--- config.mk ---
export PLATFORM = sky130hd
export DESIGN_NAME = twsc_pixel
export DESIGN_NICKNAME = d
export VERILOG_FILES = /design/src/sv/twsc_pkg.sv /design/src/sv/twsc_pixel.sv
export SDC_FILE = /design/constraint.sdc
export NUM_CORES = 1
export LEC_CHECK = 0
export ABC_AREA = 1
export BUFFER_PORTS_ARGS = -buffer_cell sky130_fd_sc_hd__buf_2
export CAP_MARGIN = 20
export CORE_AREA = 2 2 257 158
export CTS_CLUSTER_SIZE = 12
export DETAILED_ROUTE_END_ITERATION = 16
export DIE_AREA = 0 0 259 160
export GPL_TIMING_DRIVEN = 0
export PLACE_DENSITY = 0.8
export SYNTH_ARGS = -nofsm -noshare
export SYNTH_HDL_FRONTEND = slang
export SYNTH_SLANG_ARGS = --single-unit
--- constraint.sdc ---
create_clock -name clk -period 5.13 [get_ports clk]
set_input_delay 0.2565 -clock clk [delete_from_list [all_inputs] [get_ports clk]]
set_output_delay 0.2565 -clock clk [all_outputs]
set_load 0.01 [all_outputs]
--- src/sv/twsc_pkg.sv ---
`timescale 1ns / 1ps
package twsc_pkg;
  localparam int FRAC_BITS    = 16;
  localparam int MAX_DIM      = 4096;
  localparam int POS_W        = 12;
  localparam int DIM_W        = 13;
  localparam int STR_W        = 8;
  localparam int CFG_W        = 13;
  localparam int CFG_IDX_W    = 2;
  localparam int CRD_W        = FRAC_BITS + 2;
  localparam int XW           = CRD_W + 1;
  localparam int SQ_W         = 2 * CRD_W;
  localparam int RT_W         = CRD_W;
  localparam int CW           = CRD_W + 4;
  localparam int TW           = 34;
  localparam int TU_W         = 37;
  localparam int CORDIC_ITERS = 28;

  localparam logic [DIM_W-1:0] ROWS_RST     = DIM_W'(512);
  localparam logic [DIM_W-1:0] COLS_RST     = DIM_W'(512);
  localparam logic [STR_W-1:0] STRENGTH_RST = STR_W'(80);

  localparam logic signed [TW-1:0] ANG_PI      = 34'sd3373259426;
  localparam logic signed [TW-1:0] ANG_HALF_PI = 34'sd1686629713;
  localparam logic signed [TW-1:0] ANG_TWO_PI  = 34'sd6746518852;
  localparam logic signed [31:0]   CORDIC_KINV = 32'sd652032874;

  localparam logic [29:0] ATAN_Q30 [CORDIC_ITERS] = '{
    30'd843314857, 30'd497837829, 30'd263043837, 30'd133525159, 30'd67021687,
    30'd33543516, 30'd16775851, 30'd8388437, 30'd4194283, 30'd2097149,
    30'd1048576, 30'd524288, 30'd262144, 30'd131072, 30'd65536, 30'd32768,
    30'd16384, 30'd8192, 30'd4096, 30'd2048, 30'd1024, 30'd512, 30'd256,
    30'd128, 30'd64, 30'd32, 30'd16, 30'd8
  };

  typedef enum logic [CFG_IDX_W-1:0] {
    REG_ROWS     = 2'd0,
    REG_COLS     = 2'd1,
    REG_STRENGTH = 2'd2
  } cfg_reg_t;
endpackage

--- src/sv/twsc_pixel.sv ---
`timescale 1ns / 1ps
module twsc_pixel (
  input  logic                              clk,
  input  logic                              rst,
  input  logic                              en,
  input  logic                              vld_i,
  input  logic signed [twsc_pkg::CW-1:0]    u,
  input  logic signed [twsc_pkg::CW-1:0]    v,
  input  logic [twsc_pkg::DIM_W-1:0]        rows,
  input  logic [twsc_pkg::DIM_W-1:0]        cols,
  output logic                              vld_o,
  output logic [twsc_pkg::POS_W-1:0]        src_row,
  output logic [twsc_pkg::POS_W-1:0]        src_col
);
  import twsc_pkg::*;

  localparam int PR_W = CW + DIM_W;
  localparam int QP_W = PR_W - FRAC_BITS;
  localparam logic signed [CW:0] HALF = (CW+1)'(1 << (FRAC_BITS - 1));

  logic [1:0]              vld;
  logic signed [CW-1:0]    crd [2];
  logic [DIM_W-1:0]        dim [2];
  logic [POS_W-1:0]        pix [2];

  always_ff @(posedge clk) begin
    if (rst) begin
      vld <= '0;
    end else if (en) begin
      vld <= {vld[0], vld_i};
    end
  end

  assign crd[0] = v;
  assign crd[1] = u;
  assign dim[0] = rows;
  assign dim[1] = cols;

  for (genvar l = 0; l < 2; l++) begin : g_lane
    logic signed [CW:0]  p;
    logic                pos;
    logic [PR_W-1:0]     prod;
    logic [QP_W-1:0]     qp;

    assign p  = (CW+1)'(crd[l]) + HALF;
    assign qp = QP_W'(prod >> FRAC_BITS);

    always_ff @(posedge clk) begin
      if (en) begin
        pos    <= (p > 0);
        prod   <= PR_W'(p[CW-1:0]) * PR_W'(dim[l]);
        pix[l] <= !pos ? '0 :
                  (qp >= QP_W'(dim[l])) ? POS_W'(dim[l] - 1'b1) : POS_W'(qp);
      end
    end
  end

  assign vld_o   = vld[1];
  assign src_row = pix[0];
  assign src_col = pix[1];
endmodule

==> results.tsv <==
stage	metric	value	unit
setup_path	critical_path.n_buffers_inverters	7	
setup_path	slowest_delay	0.55	ns
setup_path	crit_family	adder cells	
sta	timing.fmax	196.2	MHz
setup_path	crit_chain	buf_2, buf_6, nand4_1, nor2_1, or2_1, nand2_4, nor2_1, fa_1, inv_1, fa_1, inv_1, fa_1, fa_1, inv_1, fa_1, inv_1, ha_4, a21oi_4, o21ai_2, a21oi_2, buf_4, nand2_1, nand2_1, nand2_1	
sta	rsz0062_at_grt	true	
logic_synthesis	synth.top_cells.by_area	sky130_fd_sc_hd__fa_1, sky130_fd_sc_hd__nand2_1, sky130_fd_sc_hd__inv_1, sky130_fd_sc_hd__ha_1, sky130_fd_sc_hd__edfxtp_1	
logic_synthesis	synth_nets	3783	
clock_tree	clockBufferDepth	2	
clock_tree	cts_root_buf	sky130_fd_sc_hd__clkbuf_16	
placed_design	placed_cells_incl_taps	3711	
global_routing	global_route_wire_length_before_repair	105000	um
routing	drt_total_wl	68020	um
routing	route.detailed.drc	0	
global_routing	overflow	0	
floorplanning	floorplan.io_pins	99	
setup_path	timing.critical_path.arrival	5.12	ns
logic_synthesis	syn_avg_cell_area	7.367	um^2
logic_synthesis	yosys.area_share.xor_xnor	0.01001	
outcome	outcome	finished clean	
logic_synthesis	netlist-cell-type-count	40	
clock_tree	clk_pin_slew	0.06	ns
layout	ratio_of_cells_with_drive_above_1_in_the_final_layout	0.1269	
logic_synthesis	syn-cell-area	0.02276	mm^2
logic_synthesis	postSynthRegisterBits	66	
sta	setup_skew_after_layout	0.008606	ns
floorplanning	fp.coreArea	0.03944	mm^2
sta	slew_viol_final	0	
logic_synthesis	synth_seq_area_share	0.08621	
routing	drt_iter0_drc	2432	
setup_path	slowest_cell_on_the_critical_path	sky130_fd_sc_hd__fa_1	
setup_path	crit_type	in -> reg	
sta	max-slew-margin-rel	0.2952	
min_path	worstHoldPathType	in -> reg	
clock_tree	ctsHoldBuffers	0	
clock_tree	insertion_delay	0.32	ns
global_routing	groute.usage.overall	0.3286	
setup_path	cp_common_cell	sky130_fd_sc_hd__fa_1	
routing	drtPass1Iterations	6	
global_routing	grt_antenna_before_repair	2	
logic_synthesis	synth_area_leader_cell	sky130_fd_sc_hd__fa_1	
floorplanning	die_y	160	um
sta	finalCriticalPeriod	5.098	ns
layout	number_of_nets_at_the_end_of_the_flow	3911	
global_routing	grt_max_degree	36	
logic_synthesis	muxShareOfSynthArea	0	
logic_synthesis	synth_warnings	0	
layout	fin_cells	3754	
floorplanning	start_util	0.5770	
placed_design	port_buffers	90	
sta	report.final.setup_viol	0	
clock_tree	ctsHtreeMaxLevel	3	
clock_tree	cts.sink_count	66	
layout	final_cell_mix	sky130_fd_sc_hd__inv_1, sky130_fd_sc_hd__nand2_1, sky130_fd_sc_hd__fa_1	
floorplanning	dieArea	0.04144	mm^2
clock_tree	cts-buffers-inserted	9	
logic_synthesis	synthCells	3089	
clock_tree	tritoncts	built	
sta	finalHoldViolations	0	
logic_synthesis	synth_compound_area_frac	0.03887	
layout	most_common_cell_after_layout_fill_and_taps_aside	sky130_fd_sc_hd__inv_1	
setup_path	crit_path_start_kind	primary input	
placed_design	routability_congestion	1.008	
logic_synthesis	yosys.area_share.adder	0.4854	
routing	dr_total_vias	20210	
setup_path	critical_path_peak_fanout	5	
placed_design	detailed_place_hpwl	56250	um
floorplanning	dieWidth	259	um
setup_path	cp_data_required_time	5.16	ns
floorplanning	fp-row-count	57	
routing	antenna_violating_nets_post_route	0	
global_routing	via_count_of_the_first_global_routing_pass	19380	
logic_synthesis	post-synth-top-area-fraction	0.3853	
setup_path	cp-end-kind	flop	
logic_synthesis	synth_top_family_by_area	adder cells	
sta	period_share	0.9937	
logic_synthesis	post_synthesis_share_of_cell_area_spent_on_and_or_nand_and_nor_gates	0.2190	
layout	layout_area_growth_over_synthesis	12.02	%
routing	route.detailed.wl_per_inst	18.12	um
flow_run	maxCapViolations	0	
sta	tightest_slew	1.047	ns
routing	vias_per_cell	5.383	
-- path summary, 6_finish.rpt --
check | from | endpoint | slack [ns] | cells after the start
worst max-delay path | v[15] | g_lane[0].prod[24]$_DFFE_PP_ | 0.03 | 24
worst min-delay path | rst | vld[1]$_SDFFE_PP0P_ | 0.11 | 2
worst max register to register | g_lane[1].prod[28]$_DFFE_PP_ | pix[0][17]$_SDFFCE_PN0P_ | 3.01 | 11
worst min register to register | vld[1]$_SDFFE_PP0P_ | vld[1]$_SDFFE_PP0P_ | 0.45 | 2
-- state kept, by name, indices dropped and copies added, names as in the netlist --
register     flops
pix             24
g_lane.pos       2
vld              2
g_lane.prod     38
-- worst reg2reg max path: stages (launching register included) --
cell	delay (ns)
sky130_fd_sc_hd__edfxtp_1	0.39
sky130_fd_sc_hd__ha_1	0.33
sky130_fd_sc_hd__nand2_1	0.07
sky130_fd_sc_hd__nor3_2	0.25
sky130_fd_sc_hd__nand2_1	0.09
sky130_fd_sc_hd__nand2_1	0.07
sky130_fd_sc_hd__nand2_1	0.05
sky130_fd_sc_hd__nand2_1	0.07
sky130_fd_sc_hd__nand2_2	0.09
sky130_fd_sc_hd__buf_2	0.20
sky130_fd_sc_hd__a21oi_1	0.17
sky130_fd_sc_hd__nor2_1	0.08
-- area by class of cell --
cell class | instances | area, um^2
Antenna cell | 1 | 2.502
Buffer | 82 | 490.5
Clock buffer | 9 | 225.2
Clock inverter | 7 | 101.3
Fill cell | 3335 | 13950
Inverter | 863 | 3271
Multi-Input combinational cell | 2064 | 17980
Sequential cell | 66 | 1962
Tap cell | 531 | 664.4
Timing Repair Buffer | 131 | 793.3
-- metrics by stage --
step                      worst slack (ns)  area [um^2]    util  hold WS, ns  setup TNS (ns)
after floorplan                    0.08540        22760       -       0.3256               0
after detailed placement            -1.105        23890  0.6058       0.4346          -30.73
after CTS                       -0.0009019        24450  0.6200      0.09545      -0.0009019
final                              0.03240        25490  0.6464       0.1082               0
after global routing               -0.1249        25490  0.6464      0.09734         -0.9880
after global placement              -1.024        23870  0.6053       0.4327          -29.86
-- repair_timing --
item                                    in CTS  in global routing
setup buffers                               12                 28
gates resized for setup                     71                306
pin swaps                                    4                 60
endpoints found under the setup margin      38                 38
-- synth_stat cells, drive strengths merged --
cell / instances
xnor2: 2
o21ai: 52
a21o: 6
a21oi: 99
buf: 20
ha: 182
inv: 858
nor2: 258
nand3b: 4
or2: 7
or3: 2
o21a: 3
clkinv: 5
edfxtp: 64
a21boi: 1
clkbuf: 76
nand3: 73
nand4: 19
xor2: 24
nor3: 18
nand2: 857
dfxtp: 2
o21bai: 4
a31oi: 2
nor4: 12
fa: 438
nand2b: 1
-- kinds of logic after synthesis --
family,count (synthesis)
compound gates,167
xor+xnor,26
fa+ha+maj,620
flops,66
buf+inv,959
simple gates,1251
-- metal layers --
metal,global-route usage,vias up,part of all wire
li1,-,9193,-
met1,0.5065,9593,0.43
met2,0.4127,1330,0.37
met3,0.1616,85,0.18
met4,0.04178,8,0.011
met5,0.05093,-,0.0034
Power is not shown: default switching activity piles up to over one toggle a cycle in this logic, so the estimate is an artifact.
