==> config.mk <==
export PLATFORM = sky130hd
export DESIGN_NAME = twsc_norm
export DESIGN_NICKNAME = d
export VERILOG_FILES = /design/src/sv/twsc_pkg.sv /design/src/sv/twsc_norm.sv
export SDC_FILE = /design/constraint.sdc
export NUM_CORES = 2
export LEC_CHECK = 0
export BUFFER_PORTS_ARGS = -buffer_cell sky130_fd_sc_hd__buf_4
export CAP_MARGIN = 10
export CORE_ASPECT_RATIO = 0.5
export CORE_UTILIZATION = 60
export DETAILED_ROUTE_END_ITERATION = 10
export GPL_ROUTABILITY_DRIVEN = 0
export PLACE_DENSITY_LB_ADDON = 0.1
export SKIP_LAST_GASP = 1
export SYNTH_ARGS = -nofsm -noshare
export SYNTH_HDL_FRONTEND = slang
export SYNTH_SLANG_ARGS = --single-unit
==> constraint.sdc <==
create_clock -name clk -period 5.6 [get_ports clk]
set_input_delay 1.4 -clock clk [delete_from_list [all_inputs] [get_ports clk]]
set_output_delay 1.4 -clock clk [all_outputs]
set_load 0.02 [all_outputs]
==> src/sv/twsc_pkg.sv <==
`timescale 1ns / 1ps
package twsc_pkg;
  localparam int FRAC_BITS    = 16;
  localparam int MAX_DIM      = 4096;
  localparam int POS_W        = 12;
  localparam int DIM_W        = 13;
  localparam int STR_W        = 8;
  localparam int CFG_W        = 13;
  localparam int CFG_IDX_W    = 2;
  localparam int CRD_W        = FRAC_BITS + 2;
  localparam int XW           = CRD_W + 1;
  localparam int SQ_W         = 2 * CRD_W;
  localparam int RT_W         = CRD_W;
  localparam int CW           = CRD_W + 4;
  localparam int TW           = 34;
  localparam int TU_W         = 37;
  localparam int CORDIC_ITERS = 28;

  localparam logic [DIM_W-1:0] ROWS_RST     = DIM_W'(512);
  localparam logic [DIM_W-1:0] COLS_RST     = DIM_W'(512);
  localparam logic [STR_W-1:0] STRENGTH_RST = STR_W'(80);

  localparam logic signed [TW-1:0] ANG_PI      = 34'sd3373259426;
  localparam logic signed [TW-1:0] ANG_HALF_PI = 34'sd1686629713;
  localparam logic signed [TW-1:0] ANG_TWO_PI  = 34'sd6746518852;
  localparam logic signed [31:0]   CORDIC_KINV = 32'sd652032874;

  localparam logic [29:0] ATAN_Q30 [CORDIC_ITERS] = '{
    30'd843314857, 30'd497837829, 30'd263043837, 30'd133525159, 30'd67021687,
    30'd33543516, 30'd16775851, 30'd8388437, 30'd4194283, 30'd2097149,
    30'd1048576, 30'd524288, 30'd262144, 30'd131072, 30'd65536, 30'd32768,
    30'd16384, 30'd8192, 30'd4096, 30'd2048, 30'd1024, 30'd512, 30'd256,
    30'd128, 30'd64, 30'd32, 30'd16, 30'd8
  };

  typedef enum logic [CFG_IDX_W-1:0] {
    REG_ROWS     = 2'd0,
    REG_COLS     = 2'd1,
    REG_STRENGTH = 2'd2
  } cfg_reg_t;
endpackage

==> src/sv/twsc_norm.sv <==
`timescale 1ns / 1ps
module twsc_norm (
  input  logic                               clk,
  input  logic                               rst,
  input  logic                               en,
  input  logic                               vld_i,
  input  logic [twsc_pkg::POS_W-1:0]         row,
  input  logic [twsc_pkg::POS_W-1:0]         col,
  input  logic [twsc_pkg::DIM_W-1:0]         rows,
  input  logic [twsc_pkg::DIM_W-1:0]         cols,
  output logic                               vld_o,
  output logic signed [twsc_pkg::CRD_W-1:0]  x,
  output logic signed [twsc_pkg::CRD_W-1:0]  y
);
  import twsc_pkg::*;

  localparam int NB = POS_W + FRAC_BITS;
  localparam int RW = DIM_W - 1;
  localparam logic [NB-1:0] SAT_Q =
    NB'((1 << (FRAC_BITS + 1)) + (1 << (FRAC_BITS - 1)) - 1);
  localparam logic signed [CRD_W-1:0] CRD_MAX = CRD_W'((1 << (FRAC_BITS + 1)) - 1);
  localparam logic signed [CRD_W-1:0] HALF = CRD_W'(1 << (FRAC_BITS - 1));

  logic [NB:0]                vld;
  logic [POS_W-1:0]           pos [2][POS_W];
  logic [RW-1:0]              rem [2][NB+1];
  logic [NB-1:0]              quo [2][NB+1];
  logic [DIM_W-1:0]           dim [2];
  logic signed [CRD_W-1:0]    crd [2];

  always_ff @(posedge clk) begin
    if (rst) begin
      vld <= '0;
    end else if (en) begin
      vld <= {vld[NB-1:0], vld_i};
    end
  end

  assign pos[0][0] = col;
  assign pos[1][0] = row;
  assign dim[0]    = cols;
  assign dim[1]    = rows;

  for (genvar l = 0; l < 2; l++) begin : g_lane
    assign rem[l][0] = '0;
    assign quo[l][0] = '0;

    for (genvar s = 0; s < NB; s++) begin : g_stage
      localparam int BI = NB - 1 - s;
      logic          nb;
      logic [RW:0]   sh;
      logic          ge;

      if (BI >= FRAC_BITS) begin : g_bit
        assign nb = pos[l][s][BI-FRAC_BITS];
      end else begin : g_zero
        assign nb = 1'b0;
      end

      assign sh = {rem[l][s], nb};
      assign ge = sh >= dim[l];

      always_ff @(posedge clk) begin
        if (en) begin
          rem[l][s+1] <= ge ? RW'(sh - dim[l]) : sh[RW-1:0];
          quo[l][s+1] <= {quo[l][s][NB-2:0], ge};
        end
      end

      if (s < POS_W - 1) begin : g_pos
        always_ff @(posedge clk) begin
          if (en) begin
            pos[l][s+1] <= pos[l][s];
          end
        end
      end
    end

    always_ff @(posedge clk) begin
      if (en) begin
        crd[l] <= (quo[l][NB] > SAT_Q) ? CRD_MAX : CRD_W'(quo[l][NB]) - HALF;
      end
    end
  end

  assign vld_o = vld[NB];
  assign x     = crd[0];
  assign y     = crd[1];
endmodule

==> metrics.md <==
| Metric | Value |
|---|---|
| Iter 0 DRT Violations | `approximately 3800` |
| Synth Flop Type | `edfxtp_1` |
| Crit Path Class | `primary input to flop` |
| FF+latch count, synth | `approximately 1700` |
| Fin. max-slew vios | `0` |
| Total power draw | `49.5 mW` |
| Core Box Area | `143000 um2` |
| Crit-path max FO | `13` |
| Die area | `between 100000 and 150000 um2` |
| Mapped cell area | `86900 um2` |
| Worst vdd ir | `approximately 0.28 mV` |
| Worst min path class | `flop to flop` |
| Overflow after GRT | `0` |
| First-pass GRT wire length | `~280000 um` |
| Sequential fraction of the synthesis area | `57.0%` |
| Register Area | `49500 um2` |
| HPWL after DPL | `roughly 120000 um` |
| Final setup margin | `1.49 ns` |
| Wire per inst | `between 15 and 20 um` |
| Total power per unit cell area | `a little over 500 nW/um2` |
| Global router's overall resource usage | `23.8%` |
| Die Y-Extent | `271 um` |
| Remaining DRCs | `0` |
| Pre-CTS WS | `0.811 ns` |
| Drt via density | `~6.0` |
| Unrepaired setup endpoints after global routing | `no` |
| Setup Skew | `0.0339 ns` |
| EDFF count, synth | `about 1600` |
| Status | `completed` |
| Setup TNS | `0 ns` |
| Syn Area/Cell | `13.3 um2` |
| Critical path capture point type | `flop` |
| # setup viols final | `0` |
| PortBufs | `90` |
| CP startpoint kind | `primary input` |
| Placed insts | `around 8600` |
| Critical path's slowest cell | `o31ai_1` |
| Num Clock Sinks | `1657` |
| Final WL | `176000 um` |
| Antenna-violating nets left | `0` |
| Ratio of cells with drive above 1 in the final layout | `~15%` |
| Multi-input gate area | `around 36000 um2` |
| FP Rows | `approximately 100` |
| Vias | `53432` |
| Fin. Hold Viols | `0` |
| Layout overhead on the synthesized area | `10.0%` |
| Worst-skew pair later-pin latency | `about 0.8 ns` |
| Critical Path AT | `approximately 4.6 ns` |
| Setup Fix Bufs, Post-CTS | `0` |
| Post-synthesis async set-or-reset flop share | `0%` |
| Min cycle time layout | `4.11 ns` |
| F_max | `approximately 240 MHz` |
| Die width | `540 um` |
| Max cap viols | `0` |
| PostCTS Resize Cnt | `0` |
| CTS tree | `yes` |
| Vias in the first global route | `approximately 54000` |
| Filler instances | `10259` |
| Warnings from Yosys | `0` |
| Antenna diode count | `0` |
| I/O pins | `91` |
| Leakage | `roughly 37 nW` |
| Slew @ Worst Pin | `between 1 and 1.5 ns` |
| Fin cells | `between 8000 and 9000` |
| Buffers & Inverters on Critical Path | `4` |
| Clock slew at reported path FFs | `about 0.06 ns` |
| Cells after synthesis | `about 6600` |
| Hold_buf cts | `0` |
| Slew headroom | `20.1%` |
| Pre-antenna DRT Iters | `6` |
| CP peak stage delay | `approximately 0.54 ns` |
| Clk Tree Root Cell | `clkbuf_16` |
| Pin count of the biggest net entering global routing | `~140` |
| Final nets | `between 7000 and 8000` |
| Initial antenna violation count | `0` |
| Post-Syn Nets | `around 7400` |
| Yosys cell types | `a little under 80` |
| CTS max path bufs | `4` |
| CP most frequent cell | `buf_4` |
| TritonCTS Buffers | `around 160` |
| Initial core utilization | `about three fifths` |
| H-tree depth | `4` |
| Crit-path leading delay family | `compound AO/OA/AOI/OAI gates` |
| Final period utilization | `about 73%` |
| Required @ worst endpoint | `about 6.1 ns` |
| Cells along the critical path | `buf_4 > inv_1 > buf_4 > ha_1 > nor2b_1 > o21ai_0 > a21boi_0 > o31ai_1 > a21oi_1 > o22ai_1 > buf_4 > mux2_2` |
[metal layers]
metal  GRT usage, %  share of wire [%]  routed length, um  up-vias
met5              0                  0                  0        -
met4           9.18                3.8               6660        0
met3           3.40                4.6               8110      433
met2           40.8                 49              85500     1422
met1           30.8                 43              75400    25923
li1               -                  -                  -    25654
[stage by stage]
step | instance area [um2] | util, % | hold slack [ns]
after detailed placement | 90700 | 63.3 | 0.405
after global routing | 95500 | 66.7 | 0.402
after global placement | 90700 | 63.3 | 0.400
after CTS | 95500 | 66.7 | 0.397
final | 95500 | 66.7 | 0.399
after floorplan | 86900 | - | 0.400
[where the power goes]
part / total [mW] / switching (mW) / leakage [nW] / internal [mW]
clock: 10.3 / 4.55 / 2.35 / 5.77
combinational: 20.1 / 10.3 / 18.2 / 9.74
sequential: 19.1 / 1.48 / 16.1 / 17.6
total: 49.5 / 16.4 / 36.7 / 33.1
[path summary, 6_finish.rpt]
path | start | to | slack, ns | cells past startpoint
setup / recovery | rows[1] | g_lane[1].g_stage[6].sh[5]$_DFFE_PP_ | 1.49 | 12
setup reg to reg | g_lane[1].g_stage[14].sh[4]$_DFFE_PP_ | g_lane[1].g_stage[15].sh[4]$_DFFE_PP_ | 2.32 | 8
hold reg to reg | quo[972]$_DFFE_PP_ | quo[945]$_DFFE_PP_ | 0.40 | 0
hold / removal | quo[972]$_DFFE_PP_ | quo[945]$_DFFE_PP_ | 0.40 | 0
[flip-flops by register name, summed over array words and instances (netlist names)]
register / flops
crd: 36
g_lane.g_stage.sh: 648
quo: 812
vld: 29
pos: 110
g_lane.g_stage.nb: 22
[cell type report]
type                            instances  share of cell area, %
Clock inverter                         86                  0.868
Timing Repair Buffer                  216                   1.93
Multi-Input combinational cell       4508                   37.5
Tap cell                             1900                   2.49
Clock buffer                          182                   4.21
Inverter                              312                   1.23
Sequential cell                      1657                   51.8
[cells in the mapped netlist (all sizes together), types with 23 or more instances]
library cell,instances,area (um2)
a21o,131,983
o311ai,30,263
o31ai,66,495
o21ai,255,1280
mux2,473,5350
nand3,86,430
or3,51,319
nor2b,170,1060
a31oi,46,300
or2,68,425
o31a,28,245
nor2,492,1850
nand4,83,519
buf,56,327
ha,706,8830
inv,312,1170
nand2b,51,319
a211o,39,342
o21a,153,1150
a311oi,26,228
dfxtp,29,581
a21boi,50,375
a21oi,275,1380
edfxtp,1628,48900
xnor2,250,2190
o22ai,32,200
fa,52,1040
and2,37,231
xor2,115,1010
mux2i,127,1270
nand2,218,818
a211oi,23,178
nor3,136,681
[worst reg2reg max path, cell delays in order, from the launching register on]
cell and delay (ns):
edfxtp_1 0.42, ha_1 0.37, nand3_1 0.14, o21bai_1 0.20, nand4b_1 0.17, o311ai_0 0.14, o2bb2ai_1 0.22, o21ai_1 0.95
mux2_2 0.43
[cell families (layout without fill, tap and decap cells)]
| kind of cell | Yosys count | count (layout) | synth area share [%] |
|---|---|---|---|
| buffers and inverters | 385 | 796 | 1.80 |
| muxes | 600 | 600 | 7.62 |
| AOI/OAI and AO/OA | 1291 | 1291 | 9.98 |
| and+or+nand+nor | 1494 | 1494 | 8.59 |
| adders and majority gates | 758 | 758 | 11.4 |
| xor gates and xnor gates | 365 | 365 | 3.68 |
| DFF | 1657 | 1657 | 57.0 |
[cell usage in the layout (no fill, tap or decap), types with 25 or more instances in the layout]
master        n
o21ai_0     241
clkinv_1     25
nor2b_1     170
fa_1         52
o311ai_0     29
mux2i_1     127
mux2_2      467
and2_1       37
clkbuf_1     25
a21o_1      131
nand4_1      83
nor3_1      136
o31a_1       28
o22ai_1      32
a21boi_0     46
a21oi_1     273
ha_1        706
or3_1        51
inv_1       310
buf_4       199
a211o_1      39
nor2_1      492
dfxtp_1      29
o21a_1      153
nand2b_1     51
a311oi_1     26
a31oi_1      44
edfxtp_1   1628
xnor2_1     250
xor2_1      115
clkbuf_16   157
o31ai_1      66
nand3_1      86
or2_2        68
nand2_1     218
Power figures use the tool's default switching activity.
